[config.mk]
export PLATFORM = sky130hd
export DESIGN_NAME = frdft_butterfly
export DESIGN_NICKNAME = d
export VERILOG_FILES = /design/src/rtl/core/fused_radix6_real_dft_defines.svh /design/src/rtl/core/frdft_pkg.sv /design/src/rtl/core/frdft_mulr.sv /design/src/rtl/core/frdft_butterfly.sv
export SDC_FILE = /design/constraint.sdc
export NUM_CORES = 2
export LEC_CHECK = 0
export ABC_CLOCK_PERIOD_IN_PS = 12150
export BUFFER_PORTS_ARGS = -buffer_cell sky130_fd_sc_hd__buf_2
export CORE_UTILIZATION = 32
export DETAILED_ROUTE_END_ITERATION = 6
export GPL_ROUTABILITY_DRIVEN = 0
export RECOVER_POWER = 100
export SKIP_LAST_GASP = 1
export SLEW_MARGIN = 0
export SYNTH_ARGS = -nofsm -noshare
export SYNTH_HDL_FRONTEND = slang
export SYNTH_SLANG_ARGS = --single-unit
[constraint.sdc]
create_clock -name vclk -period 12.15
set_input_delay 0.6075 -clock vclk [all_inputs]
set_output_delay 0.6075 -clock vclk [all_outputs]
set_load 0.03 [all_outputs]
[src/rtl/core/fused_radix6_real_dft_defines.svh]
// ----------------------------------------------------------------------------
// Assertion macros for the fused radix-6 real DFT
// Clocked concurrent assertion forms used by the block's top-level RTL file.
// ----------------------------------------------------------------------------
`ifndef FUSED_RADIX6_REAL_DFT_DEFINES_SVH
`define FUSED_RADIX6_REAL_DFT_DEFINES_SVH

// check while out of reset
`define FRDFT_ASSERT(label, prop, msg) \
  label: assert property (@(posedge clk) disable iff (rst) prop) else $error(msg);

// check through reset as well
`define FRDFT_ASSERT_RST(label, prop, msg) \
  label: assert property (@(posedge clk) prop) else $error(msg);

`endif

[src/rtl/core/frdft_pkg.sv]
// ----------------------------------------------------------------------------
// Fused radix-6 real DFT package
// Shared types, constants and coefficient helper for the butterfly.
// ----------------------------------------------------------------------------
package frdft_pkg;

  localparam int NUM_POINTS             = 12;
  localparam int RESULT_WIDTH           = 20;
  localparam int DEFAULT_SAMPLE_WIDTH   = 16;
  localparam int DEFAULT_COEF_FRAC_BITS = 15;

  localparam int RES_MAX = (1 << (RESULT_WIDTH - 1)) - 1;
  localparam int RES_MIN = -(1 << (RESULT_WIDTH - 1));

  // weights in Q32
  localparam logic [63:0] HALF_Q32   = 64'd2147483648;
  localparam logic [63:0] R3HALF_Q32 = 64'd3719550787;
  localparam logic [63:0] R3_Q32     = 64'd7439101574;

  localparam int CFG_ADDR_W = 3;
  localparam logic REG_DIRECTION = 1'b0;

  typedef enum logic {
    DIR_FORWARD  = 1'b0,
    DIR_BACKWARD = 1'b1
  } dir_t;

  // round a Q32 weight to frac fractional bits
  function automatic logic [63:0] coef_q(input logic [63:0] q32, input int unsigned frac);
    return (q32 + (64'd1 << (31 - frac))) >> (32 - frac);
  endfunction

endpackage

[src/rtl/core/frdft_mulr.sv]
// ----------------------------------------------------------------------------
// Fused radix-6 real DFT constant multiplier
// Multiplies by a fixed weight and rounds to nearest, ties upward.
// ----------------------------------------------------------------------------
module frdft_mulr #(
  parameter int          WIDTH = 20,
  parameter int          FRAC  = 15,
  parameter logic [63:0] COEF  = 64'd16384
) (
  input  logic signed [WIDTH-1:0] x,
  output logic signed [WIDTH-1:0] y
);

  localparam int CW = FRAC + 2;
  localparam int PW = WIDTH + CW;
  localparam logic signed [CW-1:0] C = CW'(COEF);
  localparam logic signed [PW-1:0] ROUND = PW'(64'd1 << (FRAC - 1));

  logic signed [PW-1:0] prod;
  logic signed [PW-1:0] rounded;

  assign prod    = x * C;
  assign rounded = prod + ROUND;
  assign y       = rounded[FRAC +: WIDTH];

endmodule

[src/rtl/core/frdft_butterfly.sv]
// ----------------------------------------------------------------------------
// Fused radix-6 real DFT butterfly
// Forward and backward fused radix-6 equations on one 12-sample vector,
// followed by saturation to the result width.
// ----------------------------------------------------------------------------
module frdft_butterfly #(
  parameter int SAMPLE_WIDTH   = frdft_pkg::DEFAULT_SAMPLE_WIDTH,
  parameter int COEF_FRAC_BITS = frdft_pkg::DEFAULT_COEF_FRAC_BITS
) (
  input  logic [frdft_pkg::NUM_POINTS*SAMPLE_WIDTH-1:0]          samples,
  input  frdft_pkg::dir_t                                        direction,
  output logic [frdft_pkg::NUM_POINTS*frdft_pkg::RESULT_WIDTH-1:0] results
);
  import frdft_pkg::*;

  localparam int WW = SAMPLE_WIDTH + 4;
  localparam int EW = (WW >= RESULT_WIDTH) ? WW + 1 : RESULT_WIDTH + 1;
  localparam logic [63:0] C_HALF   = coef_q(HALF_Q32, COEF_FRAC_BITS);
  localparam logic [63:0] C_R3HALF = coef_q(R3HALF_Q32, COEF_FRAC_BITS);
  localparam logic [63:0] C_R3     = coef_q(R3_Q32, COEF_FRAC_BITS);
  localparam logic signed [EW-1:0] SAT_HI = EW'(RES_MAX);
  localparam logic signed [EW-1:0] SAT_LO = EW'(RES_MIN);

  typedef logic signed [WW-1:0] word_t;

  word_t x [NUM_POINTS];
  word_t y [NUM_POINTS];
  logic signed [EW-1:0] ext [NUM_POINTS];

  always_comb begin
    for (int i = 0; i < NUM_POINTS; i++) begin
      x[i] = WW'($signed(samples[i*SAMPLE_WIDTH +: SAMPLE_WIDTH]));
    end
  end

  // forward
  word_t f_s0, f_d0, f_s1, f_d1, f_s2, f_d2, f_ss, f_dd, f_ds, f_dd2;
  word_t f_e0, f_e1, f_e2, f_e3, f_p0, f_p1, f_p2, f_p3;
  word_t f_m3, f_m4, f_m7, f_m8, f_u, f_v;

  assign f_s0  = x[0] + x[6];
  assign f_d0  = x[0] - x[6];
  assign f_s1  = x[2] + x[4];
  assign f_d1  = x[2] - x[4];
  assign f_s2  = x[10] + x[8];
  assign f_d2  = x[10] - x[8];
  assign f_ss  = f_s1 + f_s2;
  assign f_dd  = f_d1 + f_d2;
  assign f_ds  = f_s2 - f_s1;
  assign f_dd2 = f_d2 - f_d1;
  assign f_e0  = x[3] - x[11];
  assign f_e1  = x[3] + x[11];
  assign f_e2  = x[5] - x[9];
  assign f_e3  = x[5] + x[9];
  assign f_u   = x[1] + f_p2;
  assign f_v   = x[7] + f_p1;

  frdft_mulr #(.WIDTH(WW), .FRAC(COEF_FRAC_BITS), .COEF(C_R3HALF)) u_f_p0 (.x(f_e0), .y(f_p0));
  frdft_mulr #(.WIDTH(WW), .FRAC(COEF_FRAC_BITS), .COEF(C_HALF))   u_f_p1 (.x(f_e1), .y(f_p1));
  frdft_mulr #(.WIDTH(WW), .FRAC(COEF_FRAC_BITS), .COEF(C_HALF))   u_f_p2 (.x(f_e2), .y(f_p2));
  frdft_mulr #(.WIDTH(WW), .FRAC(COEF_FRAC_BITS), .COEF(C_R3HALF)) u_f_p3 (.x(f_e3), .y(f_p3));
  frdft_mulr #(.WIDTH(WW), .FRAC(COEF_FRAC_BITS), .COEF(C_HALF))   u_f_m3 (.x(f_dd), .y(f_m3));
  frdft_mulr #(.WIDTH(WW), .FRAC(COEF_FRAC_BITS), .COEF(C_R3HALF)) u_f_m4 (.x(f_ds), .y(f_m4));
  frdft_mulr #(.WIDTH(WW), .FRAC(COEF_FRAC_BITS), .COEF(C_HALF))   u_f_m7 (.x(f_ss), .y(f_m7));
  frdft_mulr #(.WIDTH(WW), .FRAC(COEF_FRAC_BITS), .COEF(C_R3HALF)) u_f_m8 (.x(f_dd2), .y(f_m8));

  // backward
  word_t b_s0, b_d0, b_s1, b_d1, b_s2, b_d2, b_m0, b_m1, b_f, b_g;
  word_t b_t0, b_t3, b_x04, b_x15, b_t1, b_t4, b_w0, b_w1, b_w2, b_w3, b_h, b_k;

  assign b_s0  = x[0] + x[11];
  assign b_d0  = x[0] - x[11];
  assign b_s1  = x[3] + x[7];
  assign b_d1  = x[3] - x[7];
  assign b_s2  = x[4] + x[8];
  assign b_d2  = x[4] - x[8];
  assign b_f   = b_d0 + b_d1;
  assign b_g   = b_s0 - b_s1;
  assign b_t0  = x[1] + x[9];
  assign b_x04 = x[1] - x[9];
  assign b_t3  = x[2] + x[10];
  assign b_x15 = x[2] - x[10];
  assign b_w0  = b_t0 <<< 1;
  assign b_w1  = b_t3 <<< 1;
  assign b_w2  = x[5] <<< 1;
  assign b_w3  = x[6] <<< 1;
  assign b_h   = b_t3 + b_w3;
  assign b_k   = b_t0 - b_w2;

  frdft_mulr #(.WIDTH(WW), .FRAC(COEF_FRAC_BITS), .COEF(C_R3)) u_b_m0 (.x(b_s2), .y(b_m0));
  frdft_mulr #(.WIDTH(WW), .FRAC(COEF_FRAC_BITS), .COEF(C_R3)) u_b_m1 (.x(b_d2), .y(b_m1));
  frdft_mulr #(.WIDTH(WW), .FRAC(COEF_FRAC_BITS), .COEF(C_R3)) u_b_t1 (.x(b_x04), .y(b_t1));
  frdft_mulr #(.WIDTH(WW), .FRAC(COEF_FRAC_BITS), .COEF(C_R3)) u_b_t4 (.x(b_x15), .y(b_t4));

  always_comb begin
    if (direction == DIR_FORWARD) begin
      y[0]  = f_s0 + f_ss;
      y[3]  = f_d0 + f_m3;
      y[4]  = f_m4;
      y[7]  = f_s0 - f_m7;
      y[8]  = f_m8;
      y[11] = f_d0 - f_dd;
      y[1]  = f_u + f_p0;
      y[2]  = -f_p3 - f_v;
      y[5]  = x[1] - f_e2;
      y[6]  = x[7] - f_e1;
      y[9]  = f_u - f_p0;
      y[10] = f_p3 - f_v;
    end else begin
      y[0]  = b_s0 + (b_s1 <<< 1);
      y[2]  = b_f - b_m0;
      y[4]  = b_g - b_m1;
      y[6]  = b_d0 - (b_d1 <<< 1);
      y[8]  = b_g + b_m1;
      y[10] = b_f + b_m0;
      y[1]  = b_w2 + b_w0;
      y[3]  = b_t1 - b_h;
      y[5]  = b_k - b_t4;
      y[7]  = b_w3 - b_w1;
      y[9]  = -b_k - b_t4;
      y[11] = -b_t1 - b_h;
    end
  end

  always_comb begin
    for (int i = 0; i < NUM_POINTS; i++) begin
      ext[i] = EW'(y[i]);
      if (ext[i] > SAT_HI) begin
        results[i*RESULT_WIDTH +: RESULT_WIDTH] = SAT_HI[RESULT_WIDTH-1:0];
      end else if (ext[i] < SAT_LO) begin
        results[i*RESULT_WIDTH +: RESULT_WIDTH] = SAT_LO[RESULT_WIDTH-1:0];
      end else begin
        results[i*RESULT_WIDTH +: RESULT_WIDTH] = ext[i][RESULT_WIDTH-1:0];
      end
    end
  end

endmodule

### After elaboration in Yosys (flattened, before gate mapping)

Cells that the tools add are included.

| operators by class | value |
|---|---|
| add/subtract/negate cells | 67 |
| multipliers | 8 |
| magnitude comparators | 24 |
| multiplexer cells | 25 |

Operators with widths:

| operator | count |
|---|---|
| 20-bit two-way mux | 24 |
| 35-bit by 16-bit adder with 35-bit output (second input constant) | 8 |
| 20-bit > comparator (second input constant) | 12 |
| 20-bit less-than comparator (second input constant) | 12 |
| 240-bit two-way mux | 1 |
| 17-bit by 15-bit multiplier with 32-bit output (second input constant) | 6 |
| 16-bit by 16-bit adder with 17-bit output | 10 |
| 16-bit by 16-bit subtractor with 17-bit output | 10 |
| 20-bit subtractor | 4 |
| 17-bit by 18-bit adder with 19-bit output | 4 |
| 17-bit by 18-bit subtractor with 19-bit output | 4 |
| 17-bit by 17-bit adder with 18-bit output | 4 |
| 17-bit by 17-bit subtractor with 18-bit output | 4 |
| 32-bit by 16-bit adder with 33-bit output (second input constant) | 2 |
| 18-bit by 15-bit multiplier with 33-bit output (second input constant) | 2 |
| 31-bit by 16-bit adder with 32-bit output (second input constant) | 2 |
| 18-bit by 20-bit subtractor with 20-bit output | 3 |
| 18-bit by 20-bit adder with 20-bit output | 2 |
| 20-bit negator | 2 |
| 20-bit by 18-bit subtractor with 20-bit output | 2 |
| 16-bit by 17-bit adder with 18-bit output | 2 |
| 16-bit by 17-bit subtractor with 18-bit output | 2 |
| 20-bit adder | 1 |
| 18-bit negator with 20-bit output | 1 |

| storage, ports and cells | value |
|---|---|
| input bits | 193 |
| register bits after elaboration | 0 |

### Longest topological paths before layout

| logic depth | value |
|---|---|
| depth after elaboration | 9 |
| depth in mapped cells | 52 |
| depth with buffers taken out | 51 |

### Modules after synthesis

A second synthesis with hierarchy kept.

| second synthesis, totals | value |
|---|---|
| cell total of the unflattened synthesis | 12102 |
| area total of the unflattened synthesis | 98340.6 um2 |

Modules (own cells, without submodules):

| module | times used | cells each | area an instance (um2) |
|---|---|---|---|
| frdft_butterfly | 1 | 5910 | 41008.1 |
| frdft_mulr (u_f_m4 ...) | 3 | 757 | 7058.0 |
| frdft_mulr (u_b_t1 ...) | 2 | 746 | 6891.6 |
| frdft_mulr (u_b_m0) | 1 | 741 | 6942.9 |
| frdft_mulr (u_f_p3) | 1 | 736 | 6934.2 |
| frdft_mulr (u_b_m1) | 1 | 740 | 6921.6 |
| frdft_mulr (u_f_m3 ...) | 4 | 53 | 394.1 |

### Least setup slack after synthesis

Ideal clock, no wire load.

| timing | value |
|---|---|
| path kind | input-to-output |
| from | in samples[145] (netlist name) |
| to | out results[238] (netlist name) |
| stages on the path | 45 |
| data arrival time | 11611 ps |
| slack | -69 ps |
| buffers on the path | 0 |
| cells stage by stage | inv_1 ha_1 nor2b_1 o21ai_0 a21boi_0 o21ai_0 a21boi_0 o21ai_0 a21boi_0 o21ai_0 a21boi_0 o21ai_0 a21boi_0 o21ai_0 a211oi_1 ha_1 fa_1 fa_1 [... 9 more ...] o21a_1 o22ai_1 mux2_2 or3_1 a22oi_1 o21ai_0 xor2_1 ha_1 inv_1 ha_1 a21oi_1 o21bai_1 a2111oi_0 o31ai_1 a2111o_1 a31oi_1 xor2_1 a21boi_0 |

| on the way | value |
|---|---|
| word-level cells in the longest chain between the ends | 9 |
| elaborated cells between the ends (all ways) | 10 |
| those cells by class | add/sub (4); mul (1); order compare (2); mux (3) |

Ends and longest elaborated chain:

| element | RTL line | RTL |
|---|---|---|
| start, declared | frdft_butterfly.sv:10 | `input logic [frdft_pkg::NUM_POINTS*SAMPLE_WIDTH-1:0] samples,` |
| 16-bit by 16-bit subtractor with 17-bit output (*) | frdft_butterfly.sv:80 | `assign b_x04 = x[1] - x[9];` |
| 17-bit by 15-bit multiplier with 32-bit output (*) | frdft_mulr.sv:22 | `assign prod = x * C;` |
| 35-bit by 16-bit adder with 35-bit output (*) | frdft_mulr.sv:23 | `assign rounded = prod + ROUND;` |
| 20-bit negator (*) | frdft_butterfly.sv:121 | `y[11] = -b_t1 - b_h;` |
| 20-bit by 18-bit subtractor with 20-bit output (*) | frdft_butterfly.sv:121 |  |
| 240-bit two-way mux (*) | frdft_butterfly.sv:96 | `if (direction == DIR_FORWARD) begin` |
| 20-bit less-than comparator | frdft_butterfly.sv:130 | `end else if (ext[i] < SAT_LO) begin` |
| 20-bit two-way mux | frdft_butterfly.sv:130 |  |
| 20-bit two-way mux (*) | frdft_butterfly.sv:128 | `if (ext[i] > SAT_HI) begin` |
| end, declared | frdft_butterfly.sv:12 | `output logic [frdft_pkg::NUM_POINTS*frdft_pkg::RESULT_WIDTH-1:0] results` |

Mark *: on every way between the ends. The rest lies on a longest branch, timed or not.

### Final worst setup path

| timing | value |
|---|---|
| from | in samples[48] (netlist name) |
| to | out results[198] (netlist name) |

| on the way | value |
|---|---|
| word-level cells in the longest chain between the ends | 8 |
| elaborated cells between the ends (all ways) | 9 |
| those cells by class | add/sub (3); mul (1); order compare (2); mux (3) |

Ends and longest elaborated chain:

| element | RTL line | RTL |
|---|---|---|
| 16-bit by 16-bit subtractor with 17-bit output (*) | frdft_butterfly.sv:51 | `assign f_e0 = x[3] - x[11];` |
| 17-bit by 15-bit multiplier with 32-bit output (*) | frdft_mulr.sv:22 |  |
| 35-bit by 16-bit adder with 35-bit output (*) | frdft_mulr.sv:23 |  |
| 20-bit subtractor (*) | frdft_butterfly.sv:107 | `y[9] = f_u - f_p0;` |
| 240-bit two-way mux (*) | frdft_butterfly.sv:96 |  |
| 20-bit less-than comparator | frdft_butterfly.sv:130 |  |
| 20-bit two-way mux | frdft_butterfly.sv:130 |  |
| 20-bit two-way mux (*) | frdft_butterfly.sv:128 |  |

Marked as above.

==> results by group <==
Synthesis
  • Gate Count Post-Synth: 11.2k
  • Yosys warnings: 0
  • Yosys top cell by area: ha_1
  • Synth cell types: 101
  • Synth area leaders: ha_1, fa_1, inv_1
  • Syn Area/Cell: 7.97 um2
  • Post-synth top area share: 0.248
  • Mapped cell area: 88900 um2
  • Syn Nets: 14.2k
  • Post-synthesis sequential area ratio: 0

Die
  • Initial Util: 0.322
  • Die Width: 529 um
  • Chip Height: 529 um
  • # rows: 193
  • Top-level port count: 433
  • Die ar.: 280000 um2
  • Core ar.: 276000 um2

Placement
  • Detailed placer's ending HPWL: 290000 um
  • DP Area: 105000 um2
  • PortBufs: 433

Detailed routing
  • WL/cell: 19.2 um
  • Drc violations: 3
  • Drt first pass iters: 7
  • Post-Route WL: 318000 um
  • Final antenna-violating net count: 0
  • Number of DRC markers in iteration 0: 5095
  • Via/cell ratio: 4.90
  • DR vias: 81.0k

Job
  • Maxcap violations: 3

Worst hold path
  • Hold WC Path Type: input pin to primary output

Final layout
  • FF/Latch Area: 0 um2
  • Layout Nets: 15.8k
  • Final-layout clock buffer total: 0
  • # fillers: 28.6k
  • Final instance area: 108000 um2
  • Footprint of the multi-input gates: 81500 um2
  • Area growth from synthesis to layout: 21.3%
  • Core Util, Final: 0.390
  • Seq_cells: 0
  • Layout cells sized above 1: 0.167

Global routing
  • Pin count of the biggest net entering global routing: 71
  • GR Overflow Total: 0
  • First-pass GRT wire length: 470000 um
  • Vias in the first global route: 78.8k
  • Initial antenna violation count: 111
  • GRT Util Overall: 0.220

Critical path
  • Kind of critical path: input pin to primary output
  • Critical path startpoint category: input pin
  • Critical Path Max Stage Delay: 530 ps
  • Top cell by count, worst path: inv_1
  • Arrival time of the worst setup path: 11190 ps
  • Setup crit end kind: primary output
  • Critical path's slowest cell: fa_1
  • Max FO, Critical Path: 4
  • WP data required: 11540 ps

Status
  • Status: finished with violations
  • Failing checks: DRC, capacitance limit, slew limit

STA
  • Tcrit/Tclk final: 0.971
  • Worst slew pin tran: 3050 ps
  • Fin crit period: 11790 ps
  • F_max: 84.8 MHz
  • Setup TNS: 0 ps
  • Final setup violation count: 0
  • RSZ-0062 raised after global routing: yes
  • Max-slew violations: 62
  • Slew HR: -1.04
  • Final hold vios: 0
cells in the mapped netlist (all sizes together) (39+ instances only):
cell	n
a211oi	63
a21boi	99
a21o	159
a21oi	697
a31oi	51
and2	47
and3	86
clkbuf	146
fa	1084
ha	1761
inv	2555
nand2	445
nand2b	96
nand3	173
nor2	727
nor2b	100
nor3	215
nor3b	42
nor4	39
o211ai	49
o21a	93
o21ai	505
o21bai	170
o31ai	81
or2	46
or3	92
xnor2	659
xor2	333
kinds of logic (layout without fill, tap and decap cells):
logic type                 count (synthesis)  after routing  synth area share
adders and majority gates               2848           2848             0.492
other                                      0             67                 0
xor gates and xnor gates                 994            994            0.0982
muxes                                     47             47           0.00542
AOI/OAI and AO/OA                       2316           2316             0.167
buffers and inverters                   2730           4322             0.115
and+or+nand+nor                         2228           2228             0.122
worst max-delay path: cells and delay by family:
| family | cells | cell delay (ps) |
|---|---|---|
| AND/OR/NAND/NOR | 4 | 800 |
| XOR/XNOR | 4 | 660 |
| buffers and inverters | 12 | 1310 |
| adder cells (fa/ha/maj) | 11 | 4180 |
| multiplexers | 1 | 260 |
| AO/OA/AOI/OAI | 16 | 3350 |
through the flow:
stage          hold slack [ps]  std cells  setup slack, ps
2_1_floorplan             1550      11200             71.2
3_3_place_gp              1830      16400             -815
3_5_place_dp              1820      16400             -923
4_1_cts                   1820      16400            -13.2
5_1_grt                   1850      16500             -145
6_report                  1830      16500              356
final cells by class:
cell class | count | share of cell area
diodes | 67 | 0.00155
multi-input cells | 8433 | 0.755
well taps | 3705 | 0.0430
inverters | 2556 | 0.0890
repair buffers | 1766 | 0.112
final timing paths:
| path | startpoint | cells past startpoint | slack (ps) | end |
|---|---|---|---|---|
| worst min-delay path | direction | 3 | 1830 | results[119] |
| worst max-delay path | samples[48] | 48 | 360 | results[198] |
routing by layer:
layer	vias to the layer above	GRT usage	wire [um]
li1	39800	-	-
met2	1902	0.354	141000
met5	-	0	206
met3	477	0.0303	17600
met4	34	0.130	23400
met1	38800	0.280	136000
placed cells by master (no fill, tap or decap), drive strengths merged, types with 96 or more instances in the layout:
cell       n
a21boi    99
a21o     159
a21oi    697
buf     1557
clkbuf   209
fa      1084
ha      1761
inv     2554
nand2    445
nand2b    96
nand3    173
nor2     727
nor2b    100
nor3     215
o21ai    505
o21bai   170
xnor2    659
xor2     333
what timing repair did:
| item | in CTS | in global routing |
|---|---|---|
| pin swaps | 41 | 307 |
| setup buffers | 14 | 62 |
| hold buffers | 0 | 0 |
| resized for setup | 133 | 516 |
| setup endpoints to repair | 56 | 76 |
